**config.mk**
```make
export PLATFORM = sky130hd
export DESIGN_NAME = lwk_chain
export DESIGN_NICKNAME = d
export VERILOG_FILES = /design/src/rtl/lwk_pkg.sv /design/src/rtl/lwk_cell.sv /design/src/rtl/lwk_chain.sv
export SDC_FILE = /design/constraint.sdc
export NUM_CORES = 2
export LEC_CHECK = 0
export BUFFER_PORTS_ARGS = -buffer_cell sky130_fd_sc_hd__buf_2
export CAP_MARGIN = 20
export CELL_PAD_IN_SITES_DETAIL_PLACEMENT = 1
export CELL_PAD_IN_SITES_GLOBAL_PLACEMENT = 2
export CORE_AREA = 2 2 633 635
export CTS_BUF_LIST = sky130_fd_sc_hd__clkbuf_4
export DETAILED_ROUTE_END_ITERATION = 8
export DIE_AREA = 0 0 635 637
export PLACE_DENSITY = 0.82
export SYNTH_ARGS = -nofsm -noshare
export SYNTH_HDL_FRONTEND = slang
export SYNTH_SLANG_ARGS = --single-unit
```
**constraint.sdc**
```tcl
create_clock -name clk_i -period 2.5 [get_ports clk_i]
set_clock_uncertainty 0.1 [all_clocks]
set_input_delay 0.25 -clock clk_i [delete_from_list [all_inputs] [get_ports clk_i]]
set_output_delay 0.25 -clock clk_i [all_outputs]
set_load 0.1 [all_outputs]
```
**src/rtl/lwk_pkg.sv**
```systemverilog
// Shared types and constants for the longest-window-with-k-marks block.
// Used by lwk_cell, lwk_chain and longest_window_at_most_k_marks.
package lwk_pkg;

  localparam int RingDepth = 256;              // most mark positions held
  localparam int IdxW      = $clog2(RingDepth);
  localparam int FillW     = IdxW + 1;         // holds 0..RingDepth
  localparam int KW        = 9;                // k_allowed register width
  localparam int PosW      = 16;
  localparam logic [PosW-1:0] MaxLen = 16'hFFFF;

  localparam int AddrW = 3;
  localparam int DataW = 32;

  // Register index taken from paddr[2].
  localparam logic [0:0] RegKAllowed = 1'b0;

  // Control broadcast along the chain of position cells.
  typedef struct packed {
    logic            shift;    // every cell not written takes its upper neighbor's value
    logic            wr_en;    // one cell takes wr_data
    logic [IdxW-1:0] wr_idx;
    logic [PosW-1:0] wr_data;
  } cell_ctl_t;

endpackage

```
**src/rtl/lwk_cell.sv**
```systemverilog
// One cell of the mark position queue: holds one position.
// Depends on lwk_pkg for the control struct and widths.
module lwk_cell (
  input  logic                    clk_i,
  input  lwk_pkg::cell_ctl_t      ctl_i,
  input  logic [lwk_pkg::IdxW-1:0] idx_i,
  input  logic [lwk_pkg::PosW-1:0] upper_i,
  output logic [lwk_pkg::PosW-1:0] value_o
);
  import lwk_pkg::*;

  logic [PosW-1:0] value_q, value_d;

  // A write to this cell wins over the shift that moves the queue down.
  always_comb begin
    value_d = value_q;
    if (ctl_i.wr_en && (ctl_i.wr_idx == idx_i)) begin
      value_d = ctl_i.wr_data;
    end else if (ctl_i.shift) begin
      value_d = upper_i;
    end
  end

  always_ff @(posedge clk_i) begin
    value_q <= value_d;
  end

  assign value_o = value_q;

endmodule

```
**src/rtl/lwk_chain.sv**
```systemverilog
// Row of lwk_cell instances forming a queue of mark positions, oldest in cell 0.
// Depends on lwk_pkg and lwk_cell.
module lwk_chain (
  input  logic                     clk_i,
  input  lwk_pkg::cell_ctl_t       ctl_i,
  output logic [lwk_pkg::PosW-1:0] oldest_o
);
  import lwk_pkg::*;

  logic [PosW-1:0] cell_val [RingDepth];

  for (genvar g = 0; g < RingDepth; g++) begin : g_cell
    logic [PosW-1:0] upper;
    if (g == RingDepth - 1) begin : g_top
      assign upper = '0;
    end else begin : g_mid
      assign upper = cell_val[g+1];
    end
    lwk_cell u_cell (
      .clk_i   (clk_i),
      .ctl_i   (ctl_i),
      .idx_i   (IdxW'(g)),
      .upper_i (upper),
      .value_o (cell_val[g])
    );
  end

  assign oldest_o = cell_val[0];

endmodule

```
Word-level counts from Yosys, hierarchy flattened. Cells that the tools add are included.

Flip-flop bits (word level): 4096. Latch bits: 0. Memory bits (writable): 0. Bits in read-only memories: 0. Input port bits: 27. Output and inout port bits: 16. Logic and storage cells: 1536. Memories kept: 0.

Add/subtract/negate cells: 0. $mul: 0. Divide/modulo/power cells: 0. Order comparisons: 0. Equality and inequality tests: 255. Shifts and indexed selects: 0. Multiplexer cells: 512. Bitwise operators: 0. Reductions and logical operators: 513.

Operators by type and width (number): two-way mux 16 bit (512); equality test 8 bit (second input constant) (128); equality test 8 x 7 -> 1 bit (second input constant) (64); nonzero test 2 bit (256); equality test 8 x 6 -> 1 bit (second input constant) (32); logical AND 1 bit (256); equality test 8 x 5 -> 1 bit (second input constant) (16); equality test 8 x 4 -> 1 bit (second input constant) (8); equality test 8 x 3 -> 1 bit (second input constant) (4); equality test 8 x 2 -> 1 bit (second input constant) (2); equality test 8 x 1 -> 1 bit (second input constant) (1); zero test 8 bit (1).

Depth between registers and ports, before layout.
Depth after elaboration: 3. Gate-level depth with buffers: 8. Gate-level depth less buffers: 3.

Cells and area by module. From an unflattened synthesis, not the netlist that was laid out.

Cells, all modules: 11778. Area total of the unflattened synthesis: 200519.8 um^2.

By module, submodules not included: lwk_cell (times used 256, cells each 46, area each 783.3 um^2, sequential area each 480.5 um^2); lwk_chain (times used 1, cells each 2, area each 7.5 um^2, sequential area each 0.0 um^2).

Least setup slack after synthesis. OpenSTA, ideal clock, no wires.

Kind: input to register. Start point: in ctl_i[22] (netlist name). End point: reg g_cell[128].u_cell.value_q[0], enable pin. Setup time: 375 ps. Arrival: 2088 ps. Data required time: 2025 ps. Path slack: -63 ps. Stages: 6. Buffers on the path: 3. Cells stage by stage: buf_4 buf_6 nor4b_4 nand3_4 buf_6 nand2b_1.

Cells in the longest elaborated chain, start to end: 3.

Ends and longest elaborated chain: from (decl) (RTL line lwk_chain.sv:5) `input lwk_pkg::cell_ctl_t ctl_i,`; equality test 8 bit (RTL line lwk_cell.sv:17) `if (ctl_i.wr_en && (ctl_i.wr_idx == idx_i)) begin`; logical AND 1 bit (RTL line lwk_cell.sv:17); nonzero test 2 bit (no line); to (signal assigned) (RTL line lwk_cell.sv:25) `value_q <= value_d;`; to (decl) (RTL line lwk_cell.sv:12) `logic [PosW-1:0] value_q, value_d;`.

No other way between the ends. A chain may end at the register's enable or synchronous reset.

Worst setup path after layout.
Start point: reg g_cell[0].u_cell.value_q[8]. End point: out oldest_o[8] (netlist name).

RTL lines: from (decl) (RTL line lwk_cell.sv:12); from (signal assigned) (RTL line lwk_cell.sv:25); to (decl) (RTL line lwk_chain.sv:6) `output logic [lwk_pkg::PosW-1:0] oldest_o`.

No word-level cell between the ends.

==> summary.md <==
| Metric | Value |
|---|---|
| Io pins | `43` |
| Fmax | `371 MHz` |
| Setup violations, final | `23` |
| Status | `finished with violations` |
| Layout cells sized above 1 | `60.5%` |
| Routability Congestion | `0.780` |
| Area grow syn2layout | `16.9%` |
| Final ANT Viol Nets | `0` |
| Setup_tns | `-2.33 ns` |
| CTS tree | `built` |
| Vias in the first global route | `102,534` |
| CP max stage delay | `0.42 ns` |
| Total CTS buffers | `1,162` |
| Fin. Hold Viols | `0` |
| First DRT Iteration DRCs | `6,706` |
| MaxCap Viol Count | `0` |
| DRC | `0` |
| CP arrival | `2.34 ns` |
| Crit-path max FO | `1` |
| Leakage Power | `0.0736 uW` |
| Cells along the critical path | `buf_8` |
| Nets | `10,853` |
| Total die area | `404,000 um^2` |
| Critical path class | `flip-flop to primary output` |
| Vias per cell | `5.46` |
| Syn_nets | `9,609` |
| Ys async rst share | `0%` |
| Number of flops mapped to enable cells by yosys | `4,096` |
| Vias | `91,730` |
| Slew HR | `49.1%` |
| Most common flop cell mapped by yosys | `edfxtp_1` |
| Antenna violations before repair | `18` |
| Max reg flops | `4,096` |
| Synth cell types | `36` |
| Synthesized area per cell | `18.6 um^2` |
| Peak VDD IR | `0.383 mV` |
| YS warnings | `0` |
| Top delay family on crit path | `flip-flops` |
| Global route overflow | `0` |
| Post-CTS Setup Bufs | `0` |
| Power Dens Cells | `718 nW/um^2` |
| Clk root buf | `clkbuf_4` |
| DP Wirelength | `246 mm` |
| Crit path required time | `2.15 ns` |
| Startpoint Class | `flip-flop` |
| Multi-input logic area | `51,800 um^2` |
| Fill cell count | `36,032` |
| Fin util | `52.5%` |
| Starting Density | `44.9%` |
| Chip Height | `637 um` |
| RSZ-0062 raised after global routing | `yes` |
| Final WL | `423 mm` |
| Bufs on Longest Clock Path | `5` |
| Core ar. | `398,000 um^2` |
| Seq cells post-synth | `4,096` |
| Fin crit period | `2.69 ns` |
| Period utilization | `108%` |
| Site Rows | `232` |
| Max H-tree Level | `7` |
| DR pass1 iterations | `6` |
| Die Span X | `635 um` |
| Seq/Total Area, Yosys | `68.9%` |
| Overall Power | `150,000 uW` |
| Setup crit end kind | `primary output` |
| Busiest layer in global routing | `met2` |
| Post-Syn Area | `179,000 um^2` |
| Failing checks | `negative setup slack` |
| Met3 Resource Use GR | `5.21%` |
| Final Max Tran Viols | `0` |
| Fin worst setup slack | `-0.193 ns` |
| Type of the tightest min-delay check | `primary input to flip-flop` |
| Crit-path slowest cell | `edfxtp_1` |
| Clock Sinks | `4,096` |
| Reg clk slew, reported paths | `0.07 ns` |
| Latest clock arrival within the worst-skew pair | `1.73 ns` |
| Grt met1 use | `27.1%` |
| Setup WS pre-CTS | `-0.346 ns` |
| Cell count after synthesis | `9,582` |
| Total GRT Usage | `21.1%` |
| Largest net degree at the start of global routing | `81` |
| Actual slew at the worst max-slew pin | `0.762 ns` |
| Met2 usage | `34.8%` |
| WP buf/inv | `1` |
| Wirelength per Cell | `25.2 um` |
| Global-route wire length before repair | `651 mm` |
| Seq. cell area | `123,000 um^2` |
| PortBufs | `42` |
==> layout make-up <==
| cell class | instances | share of cell area [%] |
|---|---|---|
| diodes | 16 | 0.0192 |
| repair buffers | 912 | 6.60 |
| multi-input cells | 4654 | 24.8 |
| flip-flops and latches | 4096 | 58.9 |
| well taps | 5265 | 3.16 |
| clock inverters | 227 | 0.589 |
| clock buffers | 1643 | 5.91 |
==> cell usage in the layout, fill, tap and decap left out, types with 5 or more instances in the layout <==
cell type / count
and2_1: 16
buf_12: 504
buf_16: 13
buf_2: 9
buf_4: 281
buf_6: 11
buf_8: 22
bufinv_16: 12
clkbuf_4: 1643
clkinv_1: 171
clkinv_2: 17
clkinv_4: 5
diode_2: 16
dlygate4sd3_1: 71
edfxtp_1: 4096
inv_2: 18
mux2_1: 40
mux2_2: 3824
mux2_4: 216
nand2b_1: 69
nand2b_2: 27
nand3_1: 66
nand3_2: 6
nand3_4: 25
nand4bb_1: 6
nor3_2: 106
nor3_4: 53
nor4bb_1: 6
or2_2: 160
==> kinds of logic after synthesis <==
group	after synthesis	synth area share, %
flip-flops	4096	68.9
multiplexers	4080	26.2
AND/OR/NAND/NOR	574	2.76
buffers and inverters	832	2.19
==> synth_stat cells, types with 9 or more instances <==
master | instances | area [um^2]
and2_1 | 16 | 100
buf_1 | 9 | 33.8
buf_2 | 225 | 1130
buf_4 | 75 | 563
buf_6 | 29 | 327
clkbuf_1 | 494 | 1850
edfxtp_1 | 4096 | 123000
mux2_1 | 40 | 450
mux2_2 | 3824 | 43100
mux2_4 | 216 | 3240
nand2b_1 | 98 | 613
nand3_1 | 67 | 335
nand3_4 | 24 | 420
nor3_2 | 106 | 1060
nor3_4 | 53 | 862
or2_2 | 160 | 1000
==> metrics by stage <==
stage | hold WS (ns) | area [um^2] | std cells
floorplan | 0.401 | 179000 | 9582
global placement | 0.407 | 194000 | 14838
detailed placement | 0.414 | 194000 | 14838
CTS | 0.00753 | 209000 | 16802
global route | -0.0339 | 209000 | 16810
finish | 0.0986 | 209000 | 16813
==> final timing paths <==
path                                         end                      startpoint  slack [ns]  depth (start not counted)
setup reg to reg   g_cell[195].u_cell.value_o[5]   g_cell[196].u_cell.value_o[5]        0.94                          2
hold reg to reg   g_cell[116].u_cell.value_o[12]  g_cell[117].u_cell.value_o[12]        0.36                          1
setup / recovery                     oldest_o[8]     g_cell[0].u_cell.value_o[8]       -0.19                          1
hold / removal      g_cell[89].u_cell.value_o[6]                       ctl_i[23]         0.1                          7
==> routing by layer <==
| metal | share of wire [%] | vias to the layer above | wire [um] |
|---|---|---|---|
| li1 | - | 40321 | - |
| met1 | 42 | 48225 | 179000 |
| met5 | 0.0061 | - | 26 |
| met3 | 5.4 | 681 | 22900 |
| met2 | 50 | 2499 | 210000 |
| met4 | 2.7 | 4 | 11300 |
==> worst register-to-register path, delay by kind of cell (launching register included) <==
family                 cells  cell delay (ns)
buffers and inverters      1             0.56
flip-flops                 1             0.39
multiplexers               1             0.26
==> what timing repair did <==
item	4_1_cts	5_1_grt
hold buffers	94	0
pin swaps	0	0
gates cloned	0	0
setup endpoints to repair	16	165
endpoints found under the hold margin	8192	0
gates resized for setup	32	6
==> power by group <==
part	switching, uW	internal, uW
clock network	28200	31200
logic	5150	4130
registers	1220	80000
total	34600	115000
Power figures use the tool's default switching activity.
